`src/hw/rtl/lss_pkg.sv`:
```
// Shared constants and types for the LIFO stack with search.
package lss_pkg;

    localparam int DEPTH  = 8;
    localparam int DATA_W = 32;
    localparam int MODE_W = 3;
    localparam int STAT_W = 2;
    localparam int POS_W  = 4;
    localparam int ADDR_W = $clog2(DEPTH);
    localparam int CNT_W  = $clog2(DEPTH + 1);

    typedef enum logic [MODE_W-1:0] {
        MODE_PUSH   = 3'd0,
        MODE_POP    = 3'd1,
        MODE_TOP    = 3'd2,
        MODE_BOTTOM = 3'd3,
        MODE_SEARCH = 3'd4,
        MODE_LIST   = 3'd5,
        MODE_COUNT  = 3'd6
    } mode_t;

    typedef enum logic [STAT_W-1:0] {
        ST_OK       = 2'd0,
        ST_OVERFLOW = 2'd1,
        ST_EMPTY    = 2'd2,
        ST_NO_MATCH = 2'd3
    } status_t;

    typedef enum logic [1:0] {
        S_IDLE,
        S_SINGLE,
        S_SCAN,
        S_FLUSH
    } state_t;

endpackage

```
`src/hw/rtl/lss_ram.sv`:
```
// Generic single-port-write, single-port-read RAM with registered read data.
module lss_ram #(
    parameter int WIDTH = 32,
    parameter int DEPTH = 8
) (
    input  logic                     aclk,
    input  logic                     we,
    input  logic [$clog2(DEPTH)-1:0] waddr,
    input  logic [WIDTH-1:0]         wdata,
    input  logic                     re,
    input  logic [$clog2(DEPTH)-1:0] raddr,
    output logic [WIDTH-1:0]         rdata
);

    logic [WIDTH-1:0] mem [DEPTH];
    logic [WIDTH-1:0] rdata_reg;

    always_ff @(posedge aclk) begin
        if (we) begin
            mem[waddr] <= wdata;
        end
        // hold read data until the next read
        if (re) begin
            rdata_reg <= mem[raddr];
        end
    end

    assign rdata = rdata_reg;

endmodule

```
`src/hw/rtl/lifo_stack_with_search_unit.sv`:
```
// Top level of the LIFO stack with search: control sequencer around the entry RAM.
// Takes one request at a time. Push, pop, reads and count are accepted, then executed
// against the registered RAM read; list and search walk the entry RAM one entry per
// cycle through its single read port. A result waits in the output register while
// m_ready is low; list holds its walk meanwhile, and search holds only when it has
// a further hit to give.
// Entries are not cleared at reset; only positions below the fill count reach the output.
module lifo_stack_with_search_unit
    import lss_pkg::*;
(
    input  logic                     aclk,
    input  logic                     aresetn,
    input  logic                     s_valid,
    output logic                     s_ready,
    input  logic [MODE_W-1:0]        s_mode,
    input  logic signed [DATA_W-1:0] s_value,
    output logic                     m_valid,
    input  logic                     m_ready,
    output logic [STAT_W-1:0]        m_status,
    output logic signed [DATA_W-1:0] m_data,
    output logic [POS_W-1:0]         m_position,
    output logic [POS_W-1:0]         m_fill_count,
    output logic                     m_last
);

    state_t              state_reg, state_next;
    mode_t               mode_reg, mode_next;
    logic [DATA_W-1:0]   value_reg, value_next;
    logic [CNT_W-1:0]    count_reg, count_next;
    logic [ADDR_W-1:0]   idx_reg, idx_next;
    logic                pend_valid_reg, pend_valid_next;
    logic [CNT_W-1:0]    pend_pos_reg, pend_pos_next;

    logic                out_valid_reg, out_valid_next;
    status_t             out_status_reg, out_status_next;
    logic [DATA_W-1:0]   out_data_reg, out_data_next;
    logic [POS_W-1:0]    out_pos_reg, out_pos_next;
    logic [POS_W-1:0]    out_fill_reg, out_fill_next;
    logic                out_last_reg, out_last_next;

    logic                ram_we, ram_re;
    logic [ADDR_W-1:0]   ram_waddr, ram_raddr;
    logic [DATA_W-1:0]   ram_rdata;

    logic                accept, out_free, empty, full, at_end, hit;
    logic [ADDR_W-1:0]   top_addr;
    logic [CNT_W-1:0]    cur_pos;

    assign accept   = s_valid && s_ready;
    assign out_free = !out_valid_reg || m_ready;
    assign empty    = (count_reg == '0);
    assign full     = (count_reg == CNT_W'(DEPTH));
    assign top_addr = ADDR_W'(count_reg - CNT_W'(1));
    assign at_end   = (idx_reg == top_addr);
    assign hit      = (ram_rdata == value_reg);
    assign cur_pos  = CNT_W'(idx_reg) + CNT_W'(1);

    lss_ram #(
        .WIDTH (DATA_W),
        .DEPTH (DEPTH)
    ) u_entries (
        .aclk  (aclk),
        .we    (ram_we),
        .waddr (ram_waddr),
        .wdata (value_reg),
        .re    (ram_re),
        .raddr (ram_raddr),
        .rdata (ram_rdata)
    );

    // next state
    always_comb begin
        state_next = state_reg;
        case (state_reg)
            S_IDLE: begin
                if (accept) begin
                    case (s_mode)
                        MODE_PUSH, MODE_POP, MODE_TOP, MODE_BOTTOM, MODE_COUNT:
                            state_next = S_SINGLE;
                        MODE_SEARCH: state_next = empty ? S_FLUSH : S_SCAN;
                        MODE_LIST:   state_next = empty ? S_SINGLE : S_SCAN;
                        default:     state_next = S_IDLE;
                    endcase
                end
            end
            S_SINGLE: begin
                if (out_free) begin
                    state_next = S_IDLE;
                end
            end
            S_SCAN: begin
                if (mode_reg == MODE_LIST) begin
                    if (out_free && idx_reg == '0) begin
                        state_next = S_IDLE;
                    end
                end else if (!(hit && pend_valid_reg && !out_free) && at_end) begin
                    state_next = S_FLUSH;
                end
            end
            S_FLUSH: begin
                if (out_free) begin
                    state_next = S_IDLE;
                end
            end
            default: state_next = S_IDLE;
        endcase
    end

    // datapath and outputs
    always_comb begin
        mode_next       = mode_reg;
        value_next      = value_reg;
        count_next      = count_reg;
        idx_next        = idx_reg;
        pend_valid_next = pend_valid_reg;
        pend_pos_next   = pend_pos_reg;
        ram_we          = 1'b0;
        ram_waddr       = count_reg[ADDR_W-1:0];
        ram_re          = 1'b0;
        ram_raddr       = top_addr;
        out_valid_next  = out_valid_reg && !m_ready;
        out_status_next = out_status_reg;
        out_data_next   = out_data_reg;
        out_pos_next    = out_pos_reg;
        out_fill_next   = out_fill_reg;
        out_last_next   = out_last_reg;
        s_ready         = (state_reg == S_IDLE);

        case (state_reg)
            S_IDLE: begin
                if (accept) begin
                    mode_next       = mode_t'(s_mode);
                    value_next      = s_value;
                    pend_valid_next = 1'b0;
                    ram_re          = 1'b1;
                    case (s_mode)
                        MODE_BOTTOM, MODE_SEARCH: ram_raddr = '0;
                        default:                  ram_raddr = top_addr;
                    endcase
                    idx_next = (s_mode == MODE_SEARCH) ? '0 : top_addr;
                end
            end
            S_SINGLE: begin
                if (out_free) begin
                    out_valid_next  = 1'b1;
                    out_status_next = ST_OK;
                    out_data_next   = '0;
                    out_pos_next    = '0;
                    out_last_next   = 1'b1;
                    case (mode_reg)
                        MODE_PUSH: begin
                            if (full) begin
                                out_status_next = ST_OVERFLOW;
                            end else begin
                                ram_we     = 1'b1;
                                count_next = count_reg + CNT_W'(1);
                            end
                        end
                        MODE_POP: begin
                            if (empty) begin
                                out_status_next = ST_EMPTY;
                            end else begin
                                out_data_next = ram_rdata;
                                count_next    = count_reg - CNT_W'(1);
                            end
                        end
                        MODE_TOP, MODE_BOTTOM, MODE_LIST: begin
                            if (empty) begin
                                out_status_next = ST_EMPTY;
                            end else begin
                                out_data_next = ram_rdata;
                            end
                        end
                        default: ;
                    endcase
                    out_fill_next = POS_W'(count_next);
                end
            end
            S_SCAN: begin
                if (mode_reg == MODE_LIST) begin
                    // emit entries top to bottom, one per cycle while the output register is free
                    if (out_free) begin
                        out_valid_next  = 1'b1;
                        out_status_next = ST_OK;
                        out_data_next   = ram_rdata;
                        out_pos_next    = POS_W'(cur_pos);
                        out_fill_next   = POS_W'(count_reg);
                        out_last_next   = (idx_reg == '0);
                        if (idx_reg != '0) begin
                            idx_next  = idx_reg - ADDR_W'(1);
                            ram_re    = 1'b1;
                            ram_raddr = idx_reg - ADDR_W'(1);
                        end
                    end
                end else if (!(hit && pend_valid_reg && !out_free)) begin
                    // a new hit releases the held one, which is therefore not the last
                    if (hit && pend_valid_reg) begin
                        out_valid_next  = 1'b1;
                        out_status_next = ST_OK;
                        out_data_next   = '0;
                        out_pos_next    = POS_W'(pend_pos_reg);
                        out_fill_next   = POS_W'(count_reg);
                        out_last_next   = 1'b0;
                    end
                    if (hit) begin
                        pend_valid_next = 1'b1;
                        pend_pos_next   = cur_pos;
                    end
                    if (!at_end) begin
                        idx_next  = idx_reg + ADDR_W'(1);
                        ram_re    = 1'b1;
                        ram_raddr = idx_reg + ADDR_W'(1);
                    end
                end
            end
            S_FLUSH: begin
                if (out_free) begin
                    out_valid_next  = 1'b1;
                    out_status_next = pend_valid_reg ? ST_OK : ST_NO_MATCH;
                    out_data_next   = '0;
                    out_pos_next    = pend_valid_reg ? POS_W'(pend_pos_reg) : '0;
                    out_fill_next   = POS_W'(count_reg);
                    out_last_next   = 1'b1;
                    pend_valid_next = 1'b0;
                end
            end
            default: ;
        endcase
    end

    always_ff @(posedge aclk) begin
        if (!aresetn) begin
            state_reg      <= S_IDLE;
            count_reg      <= '0;
            pend_valid_reg <= 1'b0;
            out_valid_reg  <= 1'b0;
        end else begin
            state_reg      <= state_next;
            count_reg      <= count_next;
            pend_valid_reg <= pend_valid_next;
            out_valid_reg  <= out_valid_next;
        end
        mode_reg       <= mode_next;
        value_reg      <= value_next;
        idx_reg        <= idx_next;
        pend_pos_reg   <= pend_pos_next;
        out_status_reg <= out_status_next;
        out_data_reg   <= out_data_next;
        out_pos_reg    <= out_pos_next;
        out_fill_reg   <= out_fill_next;
        out_last_reg   <= out_last_next;
    end

    assign m_valid      = out_valid_reg;
    assign m_status     = out_status_reg;
    assign m_data       = out_data_reg;
    assign m_position   = out_pos_reg;
    assign m_fill_count = out_fill_reg;
    assign m_last       = out_last_reg;

endmodule

```
`config.mk`:
```
export PLATFORM = sky130hd
export DESIGN_NAME = lifo_stack_with_search_unit
export DESIGN_NICKNAME = d
export VERILOG_FILES = /design/src/hw/rtl/lss_pkg.sv /design/src/hw/rtl/lss_ram.sv /design/src/hw/rtl/lifo_stack_with_search_unit.sv
export SDC_FILE = /design/constraint.sdc
export NUM_CORES = 1
export LEC_CHECK = 0
export BUFFER_PORTS_ARGS = -buffer_cell sky130_fd_sc_hd__buf_4
export CORE_ASPECT_RATIO = 1.75
export CORE_MARGIN = 4
export CORE_UTILIZATION = 30
export CTS_BUF_LIST = sky130_fd_sc_hd__clkbuf_4 sky130_fd_sc_hd__clkbuf_8 sky130_fd_sc_hd__clkbuf_16
export DETAILED_ROUTE_END_ITERATION = 8
export PLACE_DENSITY = 0.51
export RECOVER_POWER = 100
export SYNTH_ARGS = -nofsm -noshare
export SYNTH_HDL_FRONTEND = slang
export SYNTH_HIERARCHICAL = 1
export SYNTH_SLANG_ARGS = --single-unit
```
`constraint.sdc`:
```
create_clock -name aclk -period 9.3 [get_ports aclk]
set_clock_uncertainty 0.15 [all_clocks]
set_input_delay 2.325 -clock aclk [delete_from_list [all_inputs] [get_ports aclk]]
set_output_delay 2.325 -clock aclk [all_outputs]
set_load 0.01 [all_outputs]
```
==> results of run 1 <==
==> per-layer routing <==
| metal | routed length [microns] | vias up | track usage, % |
|---|---|---|---|
| met5 | 0 | - | 0 |
| met4 | 914 | 0 | 4.22 |
| met3 | 1360 | 50 | 1.88 |
| met2 | 19100 | 160 | 23.6 |
| met1 | 13700 | 3895 | 15.0 |
| li1 | - | 3394 | - |
==> area by class of cell <==
class	count	area share [%]
clock buffer	46	5.54
clock inverter	11	0.384
inverter	8	0.171
multi-input combinational	364	21.7
sequential	381	64.5
tap	666	4.73
timing repair buffer	101	2.92
==> kinds of logic (layout without fill, tap and decap cells) <==
group	after synthesis	count (layout)	share of synthesized area [%]
buffers and inverters	43	166	1.52
adder cells (fa/ha/maj)	5	5	0.408
AND/OR/NAND/NOR	145	145	5.41
flip-flops	381	381	74.1
XOR/XNOR	40	40	2.38
multiplexers	103	103	13.2
AO/OA/AOI/OAI	71	71	2.93
==> cells in the mapped netlist, drive strengths merged (5+ instances only) <==
library cell | instances | area, sq um
dfxtp | 8 | 160
nor2 | 25 | 93.8
buf | 24 | 161
clkbuf | 11 | 41.3
xor2 | 35 | 307
mux4 | 64 | 1590
a211oi | 5 | 37.5
mux2 | 33 | 372
nand2b | 9 | 56.3
edfxtp | 373 | 11200
a31oi | 6 | 37.5
ha | 5 | 62.6
nand2 | 25 | 93.8
nor2b | 39 | 244
a21oi | 17 | 85.1
nor3 | 8 | 45.0
o21ai | 17 | 85.1
nor3b | 5 | 42.5
o22ai | 8 | 50.1
inv | 8 | 30.0
mux2i | 6 | 60.1
nor4 | 10 | 87.6
==> power breakdown <==
part | total, mW | internal (mW) | switching, mW
combinational | 1.35 | 0.610 | 0.745
sequential | 2.47 | 2.26 | 0.205
clock | 1.35 | 0.741 | 0.609
total | 5.17 | 3.61 | 1.56
==> how the worst max path moves through the flow <==
| stage | startpoint | to | slack (ns) |
|---|---|---|---|
| after floorplan | m_ready | u_entries/mem[0][0] | 3.21 |
| after global placement | m_ready | u_entries/rdata[15] | 2.60 |
| final | m_ready | u_entries/rdata[24] | 1.96 |
| after global routing | m_ready | u_entries/rdata[21] | 1.47 |
| after detailed placement | m_ready | u_entries/rdata[1] | 2.56 |
| after CTS | m_ready | u_entries/rdata[26] | 3.11 |
==> placed cells by master (no fill, tap or decap), types with 19 or more instances in the layout <==
cell type / count
edfxtp_1: 373
clkbuf_1: 65
clkbuf_4: 41
mux4_1: 40
nor2b_1: 39
clkbuf_16: 36
xor2_1: 35
mux2_2: 33
nand2_1: 25
mux4_2: 24
nor2_1: 19
==> worst max-delay path: stages <==
cell	delay, ns
clkbuf_4	0.11
nor2b_1	0.62
nor2_1	0.22
a311o_1	0.46
o22ai_1	0.18
a21oi_1	0.10
o22ai_4	0.15
buf_4	0.59
clkbuf_1	1.65
mux4_1	0.71
mux2_2	0.27
==> per-stage QoR <==
step | util, % | setup WS [ns]
2_1_floorplan | - | 3.21
3_3_place_gp | 33.3 | 2.60
3_5_place_dp | 33.3 | 2.56
4_1_cts | 35.3 | 3.11
5_1_grt | 34.8 | 1.47
6_report | 34.8 | 1.96
==> results.md, run 1 <==
- Fillcell total: 4777
- Ys Warns: 6
- Number of H-tree levels: 2
- Min Clock Period, post-route: 7.34 ns
- Number of flip-flops in the largest register: 256
- Clk root buf: clkbuf_16
- Postcts setup bufs: 0
- Initial Util: 30.3%
- Critical path arrival: 7.45 ns
- Multi-input gate area: about 3800 sq um
- Share of cells above drive strength 1: around 18%
- Setup crit start kind: primary input
- #FFs+latches synth: ~380
- Post-Syn Area: 15300 sq um
- First-pass GRT wire length: 51800 microns
- Post-synth EDFFs: 373
- Worst-Margin Slew: 2.80 ns
- Hold Crit Depth: 1
- WHS: 0.448 ns
- VDD IR-drop max: 138 uV
- Cts hold-fix bufs: 0
- Worst-case reg-to-reg path depth: 9
- # resized after CTS: 0
- Die Height: 307 microns
- Post-synthesis cell count: ~790
- Reg2reg start: value_reg[13]
- Tot Pwr: 5.17 mW
- RSZ-0062 raised after global routing: false
- Max-Slew Margin vs Limit: -86.5%
- Leakage power: 5.68 nW
- CTS buffer count: 35
- Top_reg_cell synth: edfxtp_1
- Failing checks: capacitance limit, slew limit
- Min-delay src: u_entries/rdata[16]
- Reg-to-reg slack, setup: 2.53 ns
- Crit Path Class: primary input to flip-flop
- Core Footprint: 50600 sq um
- Crit Path Max Fanout: 36
- Post-Route WL: approximately 35000 microns
- F_max: 136 MHz
- Clk sinks: 381
- Placed inst area: 16800 sq um
- Initial antenna violation count: 0
- Final hold violations: 0
- Status: finished with violations
- Setup TNS: 0 ns
- Synth async-reset ratio: 0%
- Seq/Total Area, Yosys: between 70 and 80%
- DRC: 0
- RR Endpoint: u_entries/rdata[24]
- DR pass1 iterations: 4
- GPL Wtd Cong: ~0.82
- Finished Layout Cells: 1577
- CP Capture Type: flip-flop
- Cell area after layout: around 18000 sq um
- Layout Nets: 935
- Vias in the first global route: 7997
- CTS tree: built
- Clock transition at path regs: 0.07 ns
- Sequential Area: between 10000 and 15000 sq um
- Vias per inst: 4.76
- Hold endpoint: m_data[16]
- Largest reg by FF count: u_entries/mem
- Syn Nets: 832
- Num rows: approximately 110
- GRT Util Overall: 12.8%
- PortBufs: 83
- Avg Synthesized Cell Area: 19.4 sq um
- Max-cap violation count: 13
- Total gr overflow: 0
- Placed insts: 1520
- Final setup vio count: 0
- # diodes: 0
- Pin count of the biggest net entering global routing: 65
- Min-delay worst type: flip-flop to flip-flop
- DR WL/cell: about 22 microns
- Period utilisation layout: 78.9%
- Detail Placement HPWL: 20400 microns
- Later-pin clock latency in the skew report: 0.53 ns
- CTS Buffer Depth: 3
- Area Growth Syn to Fin: 14.9%
- Synth cell types: 55
- Via Count: between 7000 and 8000
- Post-route ant nets: 0
- Iter 0 DRT Violations: just over 500
- Worst Path Required: 9.41 ns
- Slew Limit Fails: 420
- Die ar.: 54900 sq um
- Die X: 179 microns
- Pwr per Cell Area: about 290 nW/um^2
- Io pins: 84
Note: power is estimated with default switching activity, not from simulation.
==> run 2: changes to the inputs <==
--- a/config.mk
+++ b/config.mk
@@ -5,6 +5,7 @@
 export SDC_FILE = /design/constraint.sdc
 export NUM_CORES = 1
 export LEC_CHECK = 0
+export ABC_AREA = 1
 export BUFFER_PORTS_ARGS = -buffer_cell sky130_fd_sc_hd__buf_4
 export CORE_ASPECT_RATIO = 1.75
 export CORE_MARGIN = 4
==> constraint.sdc (replaced) <==
create_clock -name aclk -period 7.3 [get_ports aclk]
set_clock_uncertainty 0.15 [all_clocks]
set_input_delay 1.825 -clock aclk [delete_from_list [all_inputs] [get_ports aclk]]
set_output_delay 1.825 -clock aclk [all_outputs]
set_load 0.01 [all_outputs]
==> run 2 against run 1 <==
The run still ends with capacitance limit, slew limit left. Via count increased by 52%. Sequential power increased by 32%. Final area increased by 11%. Worst hold slack got worse by 0.039 ns. Die area increased by 12%. Core utilization decreased by 0.12 points. Area after synthesis increased by 12%. Clock power increased by 45%. Total power increased by 70%. Clock-buffer cell count unchanged. Cell count increased by 65%. Synthesized cell count increased by 120%.
==> results.md, run 2 <==
- Status: finished with violations
- Failing checks: capacitance limit, slew limit
- Seq/Total Area, Yosys: between 60% and 70%
- Crit Path Max Fanout: 65
- Most used cell along the critical path: nand2_1
- CTS tree: built
- First-pass GRT wire length: 66200 microns
- Pwr per Cell Area: 449 nW/um^2
- Largest reg by FF count: u_entries/mem
- Crit path from: m_ready
- Period utilisation layout: 76.3%
- NetSw: 3.65 mW
- # diodes: 0
- DR pass1 iterations: 5
- CTS buffer count: 39
- Min-delay worst type: flip-flop to flip-flop
- Die X: between 150 and 200 microns
- Clk root buf: clkbuf_16
- Pint: ~5.1 mW
- DRC: 0
- Vias in the first global route: 11600
- Synth async-reset ratio: 0%
- Core Footprint: 56400 sq um
- Top cells by area, synth: edfxtp_1 (65%), nand2_1 (12%), inv_1 (7.8%), nand3_1 (4.2%), nor2_1 (2.0%)
- Setup crit start kind: primary input
- Post-synthesis cell count: roughly 1700
- PortBufs: 83
- Slew Limit Fails: 370
- Later-pin clock latency in the skew report: 0.53 ns
- Critical path arrival: 5.70 ns
- Iter 0 DRT Violations: roughly 670
- Initial Util: 30.5%
- # resized after CTS: 0
- Fin util: 34.7%
- Number of flip-flops in the largest register: 256
- Total gr overflow: 0
- CP Capture Type: flip-flop
- Sw frac: 41.7%
- Most frequent cells after synthesis: nand2_1 (562), edfxtp_1 (373), inv_1 (359)
- VDD IR-drop max: 318 uV
- Clock transition at path regs: ~0.060 ns
- Post-route ant nets: 0
- Die Height: 325 microns
- Area Growth Syn to Fin: 13.8%
- Share of the synthesized area in the top cell type: 65.2%
- Crit Path Class: primary input to flip-flop
- CP cell instances: clkbuf_4 -> or2_0 -> nand2_1 -> inv_1 -> nor2_1 -> nor2_1 -> nor2_1 -> a21oi_4 -> buf_4 -> clkbuf_2 -> nand2_1 -> nand3_1 -> nand2_1 -> nand2_1 -> nand2_1
- GPL Wtd Cong: 0.844
- Worst-Margin Slew: 2.74 ns
- Sequential share of power: a little under two fifths
- Fillcell total: 5764
- Avg Synthesized Cell Area: 9.97 sq um
- GRT Util Overall: between 10% and 20%
- Cell area after layout: between 15000 and 20000 sq um
- Worst Path Required: 7.43 ns
- F_max: 180 MHz
- Reg-to-reg slack, setup: about 2.2 ns
- CP max stage delay: 1.17 ns
- Top_reg_cell synth: edfxtp_1
- Reg2reg start: count_reg[0]
- Synth cell types: 43
- RSZ-0062 raised after global routing: false
- Share of cells above drive strength 1: 7.02%
- Postcts setup bufs: 0
- Clk sinks: 381
- Final setup vio count: 0
- Layout Nets: ~1900
- Placed inst area: 18600 sq um
- Detail Placement HPWL: 25700 microns
- Clk pwr share: ~22%
- Comb pwr share: 40.6%
- Cts hold-fix bufs: 0
- Num rows: 115
- Initial antenna violation count: 0
- Worst-case reg-to-reg path depth: 18
- Die ar.: about 61000 sq um
- Max-Slew Margin vs Limit: -82.5%
- Number of H-tree levels: 2
- Synth area leader: edfxtp_1
- DR WL/cell: 16.4 microns
- Commonest cells after routing, fill and taps aside: nand2_1 (562), edfxtp_1 (373), inv_1 (361)
- Via Count: 11400
- Min Clock Period, post-route: 5.57 ns
- Io pins: 84
- Worst setup path end: u_entries/rdata[21]
- Most numerous cell in the Yosys netlist: nand2_1
- #FFs+latches synth: 381
- CTS Buffer Depth: 3
- Syn Nets: 1768
- Post-Syn Area: between 15000 and 20000 sq um
- Final hold violations: 0
- Post-synth EDFFs: 373
- Vias per inst: 4.38
- Setup TNS: 0 ns
- Max-cap violation count: 11
- RR Endpoint: u_entries/rdata[21]
- Worst path slowest cell: clkbuf_2
- Post-Route WL: 42700 microns
- Pin count of the biggest net entering global routing: 66
- Leakage power: approximately 8.4 nW
- Most common cell after layout, fill and taps aside: nand2_1
- Ys Warns: 6
[run 2: logic make-up after synthesis]
kind of cell	after synthesis	share of synthesized area, %
flops	381	66.1
fa+ha+maj	5	0.364
simple gates	822	19.6
xor+xnor	29	1.52
compound gates	59	2.09
buf+inv	428	10.3
[run 2: how the worst min path moves through the flow]
stage	cells after the start	slack, ns	to	startpoint
floorplan	2	0.37	pend_valid_reg	pend_valid_reg
global placement	2	0.43	pend_valid_reg	pend_valid_reg
detailed placement	2	0.43	pend_valid_reg	pend_valid_reg
CTS	2	0.44	pend_valid_reg	pend_valid_reg
global route	2	0.44	pend_valid_reg	pend_valid_reg
finish	2	0.41	pend_valid_reg	pend_valid_reg
[run 2: metal layers]
layer | share of wire (%) | vias to the layer above | GRT usage, % | wire length, microns
met5 | 0 | - | 0 | 0
met4 | 2.6 | 0 | 4.52 | 1120
met3 | 4.3 | 65 | 1.75 | 1820
met2 | 52 | 274 | 25.3 | 22200
met1 | 41 | 5454 | 16.7 | 17600
li1 | - | 5585 | - | -
[run 2: metrics by stage]
step                      instances  setup WS, ns  hold slack, ns  total power, mW
final                          2598          1.73           0.409             8.77
after global routing           2598          1.26           0.444             9.49
after CTS                      2598          2.55           0.437             9.00
after detailed placement       2529          1.99           0.428             7.00
after global placement         2529          2.05           0.428             6.95
after floorplan                1724          2.62           0.369             5.86
[run 2: cell type report]
cell class	count	area, sq um	area share (%)
Sequential cell	381	11400	58.1
Multi-Input combinational cell	915	4080	20.8
Inverter	373	1410	7.21
Clock buffer	46	1070	5.47
Tap cell	760	951	4.86
Timing Repair Buffer	100	502	2.57
Clock inverter	23	185	0.947
[run 2: power by group through the flow]
stage               combinational [mW]  sequential [mW]  clock [mW]
floorplan                         2.65             3.21           0
global placement                  3.67             3.29           0
detailed placement                3.71             3.29           0
CTS                               3.73             3.25        2.02
global route                      4.07             3.30        2.12
finish                            3.56             3.25        1.96
[run 2: critical path, delay by kind of cell]
family          cells  cell delay (ns)
simple gates       10             1.63
buf+inv             4             2.02
compound gates      1             0.15
